## src/rtl/socks5_udp_header_deframer_core_assert.svh

```systemverilog
// Assertion macros shared by the deframer modules.
// Each module that uses them must have clk and rst in scope.
`ifndef SOCKS5_UDP_HEADER_DEFRAMER_CORE_ASSERT_SVH
`define SOCKS5_UDP_HEADER_DEFRAMER_CORE_ASSERT_SVH

// Same-cycle implication, idle during reset.
`define SUDD_CHECK_IMP(lbl, ante, cons, msg) \
  lbl: assert property (@(posedge clk) disable iff (rst) (ante) |-> (cons)) else $error(msg);

// Next-cycle implication, idle during reset.
`define SUDD_CHECK_NXT(lbl, ante, cons, msg) \
  lbl: assert property (@(posedge clk) disable iff (rst) (ante) |=> (cons)) else $error(msg);

`endif

```

## src/rtl/sudd_pkg.sv

```systemverilog
package sudd_pkg;

  // Header layout
  localparam logic [4:0] HDR_LEN_V4     = 5'd10;
  localparam logic [4:0] HDR_LEN_V6     = 5'd22;
  localparam logic [4:0] POS_RSV_LAST   = 5'd1;
  localparam logic [4:0] POS_FRAG       = 5'd2;
  localparam logic [4:0] POS_ATYP       = 5'd3;
  localparam logic [4:0] POS_ADDR_FIRST = 5'd4;
  localparam logic [4:0] POS_MAX        = 5'd31;

  // Address type codes
  localparam logic [7:0] ATYP_V4     = 8'h01;
  localparam logic [7:0] ATYP_DOMAIN = 8'h03;
  localparam logic [7:0] ATYP_V6     = 8'h04;

  // Result kinds
  localparam logic [1:0] KIND_HEADER  = 2'd0;
  localparam logic [1:0] KIND_PAYLOAD = 2'd1;
  localparam logic [1:0] KIND_REJECT  = 2'd2;

  // Status codes
  localparam logic [2:0] ST_OK      = 3'd0;
  localparam logic [2:0] ST_SHORT   = 3'd1;
  localparam logic [2:0] ST_RSV     = 3'd2;
  localparam logic [2:0] ST_FRAG    = 3'd3;
  localparam logic [2:0] ST_DOMAIN  = 3'd4;
  localparam logic [2:0] ST_BADTYPE = 3'd5;
  localparam logic [2:0] ST_V6SHORT = 3'd6;

  localparam int QUEUE_DEPTH_DEF = 2;

  typedef struct packed {
    logic [7:0] data_byte;
    logic       end_of_datagram;
  } in_word_t;

  typedef struct packed {
    logic [1:0]  kind;
    logic [2:0]  status;
    logic        family;
    logic [63:0] address_high;
    logic [63:0] address_low;
    logic [15:0] source_port;
    logic [7:0]  payload_byte;
    logic        last;
  } out_word_t;

  // Actions handed from front to back
  typedef enum logic [2:0] {
    OP_ADDR,
    OP_PORT,
    OP_HEADER,
    OP_PAYLOAD,
    OP_REJECT
  } op_t;

  typedef struct packed {
    op_t        op;
    logic [2:0] status;
    logic       family;
    logic [7:0] data;
    logic       last;
  } q_word_t;

endpackage

```

## src/rtl/socks5_udp_header_deframer_core.sv

```systemverilog
// SOCKS5 UDP header deframer. Feed a relayed datagram one byte per word on the
// item channel, with end_of_datagram on its final byte. The block checks the
// reserved and fragment bytes and the address type (IPv4 or IPv6 only), and
// delivers one header word carrying family, address and source port, followed
// by one word per payload byte; a rejected datagram yields a single reject word
// with its status on the final byte and nothing before it. One byte is taken
// every clock cycle for as long as the result side keeps up: the front
// classifies each byte combinationally and the back has one output register.
// A result word passes through a queue slot before it is loaded into the output
// register. Between the two halves sits a queue of QUEUE_DEPTH words, so a
// stall on the result side holds item_ready low only once that queue and the
// output register are full.
module socks5_udp_header_deframer_core #(
  parameter int QUEUE_DEPTH = sudd_pkg::QUEUE_DEPTH_DEF
) (
  input  logic                clk,
  input  logic                rst,
  input  logic                item_valid,
  output logic                item_ready,
  input  sudd_pkg::in_word_t  item,
  output logic                result_valid,
  input  logic                result_ready,
  output sudd_pkg::out_word_t result
);

  // Front to queue
  logic              q_full;
  logic              q_push;
  sudd_pkg::q_word_t q_push_word;
  // Queue to back
  logic              q_pop;
  logic              q_valid;
  sudd_pkg::q_word_t q_pop_word;

  // Classify each byte and drop those that need no action
  sudd_front u_front (
    .clk        (clk),
    .rst        (rst),
    .item_valid (item_valid),
    .item_ready (item_ready),
    .item       (item),
    .q_full     (q_full),
    .q_push     (q_push),
    .q_word     (q_push_word)
  );

  // Hold actions while the result side stalls
  sudd_queue #(
    .DEPTH (QUEUE_DEPTH)
  ) u_queue (
    .clk       (clk),
    .rst       (rst),
    .push      (q_push),
    .push_word (q_push_word),
    .full      (q_full),
    .pop       (q_pop),
    .pop_valid (q_valid),
    .pop_word  (q_pop_word)
  );

  // Gather address and port, then build the result words
  sudd_back u_back (
    .clk          (clk),
    .rst          (rst),
    .q_valid      (q_valid),
    .q_word       (q_pop_word),
    .q_pop        (q_pop),
    .result_valid (result_valid),
    .result_ready (result_ready),
    .result       (result)
  );

endmodule

```

## src/rtl/sudd_front.sv

```systemverilog
module sudd_front (
  input  logic               clk,
  input  logic               rst,
  input  logic               item_valid,
  output logic               item_ready,
  input  sudd_pkg::in_word_t item,
  input  logic               q_full,
  output logic               q_push,
  output sudd_pkg::q_word_t  q_word
);

  logic [4:0] pos;
  logic [4:0] pos_next;
  logic       is_ipv6;
  logic       is_ipv6_next;
  logic [2:0] pend;
  logic [2:0] pend_next;
  logic       in_payload;
  logic       in_payload_next;
  logic       has_op;
  logic       clr;
  logic       accept;
  logic [4:0] hdr_last;
  logic [4:0] port_first;
  logic       shift_addr;
  logic       shift_port;

  assign item_ready = !q_full;
  assign accept     = item_valid && item_ready;
  assign q_push     = accept && has_op;

  always_comb begin
    pos_next        = pos;
    is_ipv6_next    = is_ipv6;
    pend_next       = pend;
    in_payload_next = in_payload;
    has_op          = 1'b0;
    clr             = 1'b0;
    q_word          = '0;
    q_word.op       = sudd_pkg::OP_ADDR;
    q_word.data     = item.data_byte;
    hdr_last        = '0;
    port_first      = '0;
    shift_addr      = 1'b0;
    shift_port      = 1'b0;
    if (in_payload) begin
      has_op      = 1'b1;
      q_word.op   = sudd_pkg::OP_PAYLOAD;
      q_word.last = item.end_of_datagram;
      clr         = item.end_of_datagram;
    end else begin
      if (pos <= sudd_pkg::POS_RSV_LAST) begin
        if (item.data_byte != '0 && pend == sudd_pkg::ST_OK) pend_next = sudd_pkg::ST_RSV;
      end else if (pos == sudd_pkg::POS_FRAG) begin
        if (item.data_byte != '0 && pend == sudd_pkg::ST_OK) pend_next = sudd_pkg::ST_FRAG;
      end else if (pos == sudd_pkg::POS_ATYP) begin
        if (item.data_byte == sudd_pkg::ATYP_V6) is_ipv6_next = 1'b1;
        if (pend == sudd_pkg::ST_OK) begin
          if (item.data_byte == sudd_pkg::ATYP_DOMAIN) begin
            pend_next = sudd_pkg::ST_DOMAIN;
          end else if (item.data_byte != sudd_pkg::ATYP_V4 &&
                       item.data_byte != sudd_pkg::ATYP_V6) begin
            pend_next = sudd_pkg::ST_BADTYPE;
          end
        end
      end

      hdr_last   = is_ipv6_next ? (sudd_pkg::HDR_LEN_V6 - 5'd1) : (sudd_pkg::HDR_LEN_V4 - 5'd1);
      port_first = hdr_last - 5'd1;
      shift_addr = (pos >= sudd_pkg::POS_ADDR_FIRST) && (pos < port_first);
      shift_port = (pos >= port_first) && (pos <= hdr_last);

      if (pos == hdr_last && pend_next == sudd_pkg::ST_OK) begin
        has_op        = 1'b1;
        q_word.op     = sudd_pkg::OP_HEADER;
        q_word.family = is_ipv6_next;
        q_word.last   = item.end_of_datagram;
        clr           = item.end_of_datagram;
        in_payload_next = !item.end_of_datagram;
      end else if (item.end_of_datagram) begin
        has_op      = 1'b1;
        q_word.op   = sudd_pkg::OP_REJECT;
        q_word.last = 1'b1;
        clr         = 1'b1;
        if (pos < sudd_pkg::HDR_LEN_V4 - 5'd1) begin
          q_word.status = sudd_pkg::ST_SHORT;
        end else if (pend_next != sudd_pkg::ST_OK) begin
          q_word.status = pend_next;
        end else begin
          q_word.status = sudd_pkg::ST_V6SHORT;
        end
      end else begin
        if (shift_addr) begin
          has_op    = 1'b1;
          q_word.op = sudd_pkg::OP_ADDR;
        end else if (shift_port) begin
          has_op    = 1'b1;
          q_word.op = sudd_pkg::OP_PORT;
        end
        if (pos != sudd_pkg::POS_MAX) pos_next = pos + 5'd1;
      end
    end
  end

  always_ff @(posedge clk) begin
    if (rst) begin
      pos        <= '0;
      is_ipv6    <= 1'b0;
      pend       <= sudd_pkg::ST_OK;
      in_payload <= 1'b0;
    end else if (accept) begin
      if (clr) begin
        pos        <= '0;
        is_ipv6    <= 1'b0;
        pend       <= sudd_pkg::ST_OK;
        in_payload <= 1'b0;
      end else begin
        pos        <= pos_next;
        is_ipv6    <= is_ipv6_next;
        pend       <= pend_next;
        in_payload <= in_payload_next;
      end
    end
  end

endmodule

```

## src/rtl/sudd_queue.sv

```systemverilog
`include "socks5_udp_header_deframer_core_assert.svh"

module sudd_queue #(
  parameter int DEPTH = sudd_pkg::QUEUE_DEPTH_DEF
) (
  input  logic              clk,
  input  logic              rst,
  input  logic              push,
  input  sudd_pkg::q_word_t push_word,
  output logic              full,
  input  logic              pop,
  output logic              pop_valid,
  output sudd_pkg::q_word_t pop_word
);

  localparam int PTR_W = $clog2(DEPTH);
  localparam int CNT_W = $clog2(DEPTH + 1);

  sudd_pkg::q_word_t slots [DEPTH];
  logic [PTR_W-1:0]  wr_ptr;
  logic [PTR_W-1:0]  rd_ptr;
  logic [CNT_W-1:0]  count;

  assign full      = (count == CNT_W'(DEPTH));
  assign pop_valid = (count != '0);
  assign pop_word  = slots[rd_ptr];

  always_ff @(posedge clk) begin
    if (push) slots[wr_ptr] <= push_word;
  end

  always_ff @(posedge clk) begin
    if (rst) begin
      wr_ptr <= '0;
      rd_ptr <= '0;
      count  <= '0;
    end else begin
      if (push) wr_ptr <= (wr_ptr == PTR_W'(DEPTH - 1)) ? '0 : wr_ptr + 1'b1;
      if (pop)  rd_ptr <= (rd_ptr == PTR_W'(DEPTH - 1)) ? '0 : rd_ptr + 1'b1;
      if (push && !pop)      count <= count + 1'b1;
      else if (pop && !push) count <= count - 1'b1;
    end
  end

  `SUDD_CHECK_IMP(a_count_bound, 1'b1, count <= CNT_W'(DEPTH), "queue fill beyond depth")
  `SUDD_CHECK_IMP(a_pop_nonempty, pop, count != '0, "pop from empty queue")
  `SUDD_CHECK_NXT(a_push_grows, push && !pop, count == $past(count) + 1'b1, "fill count lost a push")

endmodule

```

## src/rtl/sudd_back.sv

```systemverilog
`include "socks5_udp_header_deframer_core_assert.svh"

module sudd_back (
  input  logic                clk,
  input  logic                rst,
  input  logic                q_valid,
  input  sudd_pkg::q_word_t   q_word,
  output logic                q_pop,
  output logic                result_valid,
  input  logic                result_ready,
  output sudd_pkg::out_word_t result
);

  logic [63:0]         addr_hi;
  logic [63:0]         addr_lo;
  logic [15:0]         port;
  logic [15:0]         port_next;
  logic                is_shift;
  logic                emits;
  sudd_pkg::out_word_t result_next;

  assign is_shift  = (q_word.op == sudd_pkg::OP_ADDR) || (q_word.op == sudd_pkg::OP_PORT);
  assign q_pop     = q_valid && (is_shift || !result_valid || result_ready);
  assign emits     = q_pop && !is_shift;
  assign port_next = {port[7:0], q_word.data};

  always_ff @(posedge clk) begin
    if (rst) begin
      addr_hi      <= '0;
      addr_lo      <= '0;
      port         <= '0;
      result_valid <= 1'b0;
    end else begin
      if (emits) result_valid <= 1'b1;
      else if (result_ready) result_valid <= 1'b0;
      if (q_pop) begin
        case (q_word.op)
          sudd_pkg::OP_ADDR: begin
            addr_hi <= {addr_hi[55:0], addr_lo[63:56]};
            addr_lo <= {addr_lo[55:0], q_word.data};
          end
          sudd_pkg::OP_PORT: port <= port_next;
          sudd_pkg::OP_HEADER, sudd_pkg::OP_REJECT: begin
            addr_hi <= '0;
            addr_lo <= '0;
            port    <= '0;
          end
          default: ;
        endcase
      end
    end
  end

  always_comb begin
    result_next      = '0;
    result_next.last = q_word.last;
    case (q_word.op)
      sudd_pkg::OP_HEADER: begin
        result_next.kind         = sudd_pkg::KIND_HEADER;
        result_next.family       = q_word.family;
        result_next.address_high = addr_hi;
        result_next.address_low  = addr_lo;
        result_next.source_port  = port_next;
      end
      sudd_pkg::OP_PAYLOAD: begin
        result_next.kind         = sudd_pkg::KIND_PAYLOAD;
        result_next.payload_byte = q_word.data;
      end
      default: begin
        result_next.kind   = sudd_pkg::KIND_REJECT;
        result_next.status = q_word.status;
      end
    endcase
  end

  always_ff @(posedge clk) begin
    if (emits) result <= result_next;
  end

  `SUDD_CHECK_IMP(a_reject_last, result_valid && result.kind == sudd_pkg::KIND_REJECT,
                  result.last, "reject word without last")
  `SUDD_CHECK_IMP(a_addr_only_hdr, result_valid && result.kind != sudd_pkg::KIND_HEADER,
                  result.address_high == '0 && result.address_low == '0, "stray address bits")
  `SUDD_CHECK_IMP(a_ok_status, result_valid && result.kind != sudd_pkg::KIND_REJECT,
                  result.status == sudd_pkg::ST_OK, "status set on a non-reject word")

endmodule
```

## config.mk

```make
export PLATFORM = sky130hd
export DESIGN_NAME = socks5_udp_header_deframer_core
export DESIGN_NICKNAME = d
export VERILOG_FILES = /design/src/rtl/sudd_pkg.sv /design/src/rtl/socks5_udp_header_deframer_core.sv /design/src/rtl/sudd_front.sv /design/src/rtl/sudd_queue.sv /design/src/rtl/sudd_back.sv
export VERILOG_INCLUDE_DIRS = /design/src /design/src/rtl
export SDC_FILE = /design/constraint.sdc
export NUM_CORES = 1
export LEC_CHECK = 0
export BUFFER_PORTS_ARGS = -buffer_cell sky130_fd_sc_hd__buf_2
export CORE_AREA = 3 3 164 166
export CTS_BUF_LIST = sky130_fd_sc_hd__clkbuf_8
export DETAILED_ROUTE_END_ITERATION = 8
export DIE_AREA = 0 0 167 169
export PLACE_DENSITY = 0.74
export RECOVER_POWER = 100
export SLEW_MARGIN = 10
export SYNTH_ARGS = -nofsm -noshare
export SYNTH_HDL_FRONTEND = slang
export SYNTH_HIERARCHICAL = 1
export SYNTH_SLANG_ARGS = --single-unit
```

## constraint.sdc

```tcl
create_clock -name clk -period 13.5 [get_ports clk]
set_clock_uncertainty 0.2 [all_clocks]
set_input_delay 3.375 -clock clk [delete_from_list [all_inputs] [get_ports clk]]
set_output_delay 3.375 -clock clk [all_outputs]
set_load 0.02 [all_outputs]
```

==> flow_metrics.env, run 1 <==
export IMPL_drt_iter0_drc=647
export IMPL_drtAntennaViolNets=0
export IMPL_tightest_slew_ns=3.95
export IMPL_netlist_area_mm2=0.0143
export IMPL_final_common_cell="edfxtp_1"
export IMPL_htree_levels=2
export IMPL_place_hpwl_mm=17.9
export IMPL_slew_headroom_pct=-163
export IMPL_die_w_um=167
export IMPL_setup_tns_ns=0
export IMPL_period_minus_slack_ns=9.41
export IMPL_violations="capacitance limit, slew limit"
export IMPL_placement_io_buffers=173
export IMPL_synth_fa_ha_area_share_pct=0.876
export IMPL_ys_seq_elements=343
export IMPL_grt_ovfl_total=0
export IMPL_fin_nets=1338
export IMPL_netlist_cell_type_count=63
export IMPL_arrival_ns=9.39
export IMPL_num_antenna_cells=0
export IMPL_syn_to_final_growth_pct=11.4
export IMPL_first_pass_iters=5
export IMPL_synth_cells=1167
export IMPL_rsz0062_at_grt="false"
export IMPL_ctsResizeCount=0
export IMPL_tritoncts="yes"
export IMPL_synth_compound_area_share_pct=2.88
export IMPL_status="finished, violations left"
export IMPL_min_period_over_period_pct=69.7
export IMPL_placementRows=59
export IMPL_p_leak_uw=0.00603
export IMPL_syn_avg_cell_area_um2=12.2
export IMPL_critical_path_peak_fanout=71
export IMPL_grt_pass1_vias=9097
export IMPL_setup_viol=0
export IMPL_post_layout_total_power_uw=3090
export IMPL_drv_cap=8
export IMPL_numCtsBuffers=53
export IMPL_drive_above_1_share_pct=7.95
export IMPL_avgViaCountPerCell=5.36
export IMPL_post_cts_buffers=0
export IMPL_slew_violations=509
export IMPL_fill_cells=2121
export IMPL_grt_antenna_before_repair=0
export IMPL_finalWirelength_mm=29.6
export IMPL_crit_path_end_kind="register"
export IMPL_synth_flop_cell="edfxtp_1"
export IMPL_ir_worst_vdd_mv=0.125
export IMPL_dieArea_mm2=0.0282
export IMPL_hold_buffers=0
export IMPL_cp_start_kind="input port"
export IMPL_num_io_pins=174
export IMPL_cts_root_buf="clkbuf_8"
export IMPL_core_area_mm2=0.0258
export IMPL_drc=0
export IMPL_hold_viol=0
export IMPL_yosysSeqAreaShare_pct=61.5
export IMPL_clockBufferDepth=3
export IMPL_min_path_type="register to register"
export IMPL_critical_path_class="input port to register"
export IMPL_grt_usage_pct=20.4
export IMPL_cp_required_ns=13.48
export IMPL_gp_congestion=0.818
export IMPL_wl_per_cell_um=17.5
export IMPL_synthMuxAreaShare_pct=10.8
export IMPL_start_util_pct=55.4
export IMPL_final_cell_mix="edfxtp_1 (191), clkbuf_1 (175), and3_1 (156)"
export IMPL_synth_top_family_by_area="simple AND/OR/NAND/NOR gates"
export IMPL_synthArstFlopShare_pct=0
export IMPL_synthesis_nets=1190
export IMPL_grt_max_degree=129
export IMPL_clock_latency_ns=0.56
export IMPL_grt_pass1_wl_mm=47.6
export IMPL_synth_warning_count=6
export IMPL_dr_total_vias=9075
export IMPL_fmax_mhz=106
export IMPL_powerDensity_mw_per_mm2=194
export IMPL_clkTransAtPathRegs_ns=0.06
export IMPL_synthXorXnorAreaFrac_pct=0.368
export IMPL_synth_edff_count=191
export IMPL_cts_num_sinks=343
export IMPL_synth_simple_area_share_pct=19.8
export IMPL_die_h_um=169
report_power, final:
part / internal, µW / switching, µW / total, µW
Clock: 430 / 385 / 815
Combinational: 211 / 615 / 826
Sequential: 1360 / 83.3 / 1440
Total: 2000 / 1080 / 3090
path summary, 6_finish.rpt:
path                                    from                               end  slack (ns)  depth (start not counted)
max                             result_ready  u_back/result[118]$_SDFFCE_PP0P_        4.09                          5
min reg2reg  u_back/addr_lo[35]$_SDFFE_PP0P_   u_back/addr_lo[43]$_SDFFE_PP0P_        0.26                          2
max reg2reg                         register  u_back/result[118]$_SDFFCE_PP0P_        5.71                          5
min          u_back/addr_lo[35]$_SDFFE_PP0P_   u_back/addr_lo[43]$_SDFFE_PP0P_        0.26                          2
worst max-delay path, cell delays in order:
cell and delay (ns):
buf_2 0.08, nor2b_1 0.05, nor2_1 1.98, clkbuf_1 2.90, buf_4 0.92
synth_stat cells, types with 3 or more instances:
cell type,count,area [µm²]
mux2i_1,136,1360
buf_4,12,90.1
edfxtp_1,191,5740
o211a_1,3,30.0
ha_1,10,125
buf_2,22,110
and3_1,156,976
inv_1,9,33.8
o21ai_0,9,45.0
mux2_2,16,180
nor2b_1,6,37.5
nor2_1,23,86.3
and2_1,5,31.3
nor3_1,7,35.0
nand2b_1,141,882
nand3_1,12,60.1
clkbuf_1,43,161
nand2_1,131,492
a21oi_1,11,55.1
dfxtp_1,152,3040
xor2_1,4,35.0
buf_6,12,135
a31o_2,3,26.3
area by class of cell:
class / instances / area [µm²] / share of cell area [%]
clock buffer: 61 / 840 / 5.28
clock inverter: 37 / 175 / 1.10
inverter: 11 / 42.5 / 0.267
multi-input combinational: 724 / 4940 / 31.0
sequential: 343 / 8780 / 55.2
tap: 335 / 419 / 2.64
timing repair buffer: 182 / 714 / 4.49
metrics by stage:
stage                     cells  worst slack (ns)  hold WS, ns  utilization [%]  area, µm²
after floorplan            1167              2.61        0.244                -      14300
after global placement     1595              6.70        0.257             58.9      15200
after detailed placement   1595              6.60        0.262             58.9      15200
after CTS                  1693              7.22        0.258             62.9      16200
after global routing       1693              3.53        0.291             61.7      15900
final                      1693              4.09        0.259             61.7      15900
state kept, by name, indices dropped and copies added, names as in the netlist, 2 cells and up, named ones only:
name	flops
u_queue/count	2
u_front/pos	5
u_back/port	8
u_queue/slots	32
u_back/addr_hi	64
u_back/addr_lo	64
u_front/pend	3
u_back/result	159
kinds of logic after synthesis:
family,after synthesis
AO/OA/AOI/OAI,50
XOR/XNOR,6
adder cells (fa/ha/maj),10
buffers and inverters,100
flip-flops,343
multiplexers,152
AND/OR/NAND/NOR,506
layer usage:
metal / share of wire, % / GRT usage [%] / up-vias
met2: 47 / 32.9 / 247
met1: 44 / 27.7 / 4370
met4: 2.2 / 5.81 / 0
met5: 0 / 0 / -
met3: 6.5 / 5.28 / 50
li1: - / - / 4408
Note: power is estimated with default switching activity, not from simulation.
==> inputs of run 2 (changes only) <==
- clock period: 13.5 -> 9.5 ns (I/O delays scaled with it)
==> run 2 against run 1 <==
The run still ends with capacitance limit, slew limit left. Sequential share of layout area down 0.12 points. Total power up 43%. Non-clock buffer count down 1. Largest cell class unchanged. Global-route usage about the same. Register-to-register slack worse by 2.4 ns. Worst setup slack worse by 1.3 ns. Highest routed layer unchanged. Count of clock-buffer cells in the layout up 1. Sequential power up 43%. Die area unchanged. Flip-flop and latch count unchanged. Worst hold slack worse by 0.0040 ns.
==> flow_metrics.env, run 2 (synthesized netlist as in run 1, its figures left out) <==
export IMPL_gp_congestion=0.796
export IMPL_multi_input_area_mm2=0.00496
export IMPL_placementRows=59
export IMPL_status="finished, violations left"
export IMPL_p_comb_share_pct=26.7
export IMPL_critical_path_class="input port to register"
export IMPL_die_h_um=169
export IMPL_final_common_cell="edfxtp_1"
export IMPL_drive_above_1_share_pct=8.25
export IMPL_layoutNonFillerInstCount=1693
export IMPL_tightest_slew_ns=3.51
export IMPL_grt_antenna_before_repair=0
export IMPL_num_io_pins=174
export IMPL_largest_reg_flops=159
export IMPL_ir_worst_vdd_mv=0.194
export IMPL_min_period_over_period_pct=71.1
export IMPL_finalWirelength_mm=29.8
export IMPL_worstPathCellList="buf_2 > nor2b_1 > nor2_1 > clkbuf_2"
export IMPL_worst_r2r_cell_count=4
export IMPL_dp_cells=1594
export IMPL_grt_ovfl_total=0
export IMPL_die_w_um=167
export IMPL_clockBufferDepth=3
export IMPL_min_path_type="register to register"
export IMPL_dr_total_vias=9034
export IMPL_num_antenna_cells=0
export IMPL_hold_viol=0
export IMPL_power_frac_seq_pct=46.7
export IMPL_period_minus_slack_ns=6.75
export IMPL_setup_viol=0
export IMPL_arrival_ns=6.64
export IMPL_cts_num_sinks=343
export IMPL_sw_frac_of_total_pct=35.1
export IMPL_tritoncts="yes"
export IMPL_r2r_end="u_back/result[118]$_SDFFCE_PP0P_"
export IMPL_p_sw_uw=1550
export IMPL_crit_path_end_kind="register"
export IMPL_drtAntennaViolNets=0
export IMPL_cts_root_buf="clkbuf_8"
export IMPL_p_clk_share_pct=26.5
export IMPL_fmax_mhz=148
export IMPL_post_cts_buffers=0
export IMPL_dieArea_mm2=0.0282
export IMPL_p_int_uw=2860
export IMPL_wl_per_cell_um=17.6
export IMPL_final_cell_mix="edfxtp_1 (191), clkbuf_1 (172), and3_1 (156)"
export IMPL_cpMaxStageDelayCell="clkbuf_2"
export IMPL_cp_required_ns=9.39
export IMPL_grt_usage_pct=20.4
export IMPL_hold_buffers=0
export IMPL_grt_pass1_wl_mm=47.5
export IMPL_place_hpwl_mm=17.6
export IMPL_first_pass_iters=4
export IMPL_setup_reg_to_reg_worst_slack_ns=3.35
export IMPL_clock_latency_ns=0.57
export IMPL_numCtsBuffers=54
export IMPL_grt_max_degree=140
export IMPL_hold_ws_ns=0.255
export IMPL_syn_to_final_growth_pct=11.6
export IMPL_fin_nets=1338
export IMPL_regArea_mm2=0.00878
export IMPL_ctsResizeCount=0
export IMPL_critical_path_peak_fanout=139
export IMPL_clkTransAtPathRegs_ns=0.06
export IMPL_drc=0
export IMPL_slew_violations=312
export IMPL_htree_levels=2
export IMPL_setup_worst_path_start="result_ready"
export IMPL_critPathCapture="u_back/result[118]$_SDFFCE_PP0P_"
export IMPL_slowest_delay_ns=2.57
export IMPL_p_leak_uw=0.00607
export IMPL_slew_headroom_pct=-134
export IMPL_placement_io_buffers=173
export IMPL_setup_tns_ns=0
export IMPL_core_area_mm2=0.0258
export IMPL_violations="capacitance limit, slew limit"
export IMPL_drt_iter0_drc=757
export IMPL_rsz0062_at_grt="false"
export IMPL_fill_cells=2145
export IMPL_avgViaCountPerCell=5.34
export IMPL_start_util_pct=55.4
export IMPL_cp_start_kind="input port"
export IMPL_drv_cap=5
export IMPL_grt_pass1_vias=8885
export IMPL_reg_largest_list="u_back/result (159), u_back/addr_hi (64), u_back/addr_lo (64)"
export IMPL_top_register="u_back/result"
export IMPL_post_layout_total_power_uw=4410
export IMPL_powerDensity_mw_per_mm2=277
export IMPL_final_core_util_pct=61.9
## run 2: changes by cell type in the layout (fill, tap and decap cells not counted), moves of 2 or more
cell      before  now
inv_1         32   38
and2_1         1    3
clkinv_1       9    3
and2_0         4    2
clkbuf_1     175  172
## run 2: worst min path at each step
stage,startpoint,end,slack (ns),cells past startpoint
final,u_back/addr_hi[47]$_SDFFE_PP0P_,u_back/addr_hi[55]$_SDFFE_PP0P_,0.26,2
after global routing,u_back/addr_hi[47]$_SDFFE_PP0P_,u_back/addr_hi[55]$_SDFFE_PP0P_,0.29,2
after CTS,u_back/addr_hi[47]$_SDFFE_PP0P_,u_back/addr_hi[55]$_SDFFE_PP0P_,0.25,2
after detailed placement,u_back/addr_hi[59]$_SDFFE_PP0P_,u_back/addr_hi[59]$_SDFFE_PP0P_,0.26,2
after global placement,u_back/addr_hi[61]$_SDFFE_PP0P_,u_back/addr_hi[61]$_SDFFE_PP0P_,0.26,2
after floorplan,u_back/addr_hi[56]$_SDFFE_PP0P_,u_back/addr_hi[56]$_SDFFE_PP0P_,0.24,2
## run 2: through the flow
stage | cell area (µm²) | setup slack [ns]
after global routing | 15900 | 2.42
after CTS | 16200 | 4.10
final | 15900 | 2.75
after global placement | 15200 | 3.71
after detailed placement | 15200 | 3.55
after floorplan | 14300 | 2.26
## run 2: final cells by class
class	count	share of cell area [%]
Sequential cell	343	55.1
Clock inverter	37	1.10
Inverter	11	0.267
Clock buffer	62	5.35
Tap cell	335	2.63
Multi-Input combinational cell	724	31.1
Timing Repair Buffer	181	4.49
## run 2: per-layer routing
| layer | track usage, % | routed length, µm | vias to the layer above |
|---|---|---|---|
| li1 | - | - | 4401 |
| met1 | 28.4 | 13300 | 4333 |
| met2 | 32.5 | 14000 | 253 |
| met3 | 4.88 | 1880 | 47 |
| met4 | 5.38 | 555 | 0 |
| met5 | 0 | 0 | - |
## run 2: worst max-delay path, delay by kind of cell
family        cells  cell delay [ns]
buf+inv           2             2.65
simple gates      2             1.41
## run 2: power groups by stage
stage               combinational (µW)  sequential [µW]  clock, µW
CTS                               1270             2030       1200
finish                            1180             2060       1170
detailed placement                1260             2050          0
global route                      1250             2090       1270
floorplan                          595             2370          0
global placement                  1260             2050          0
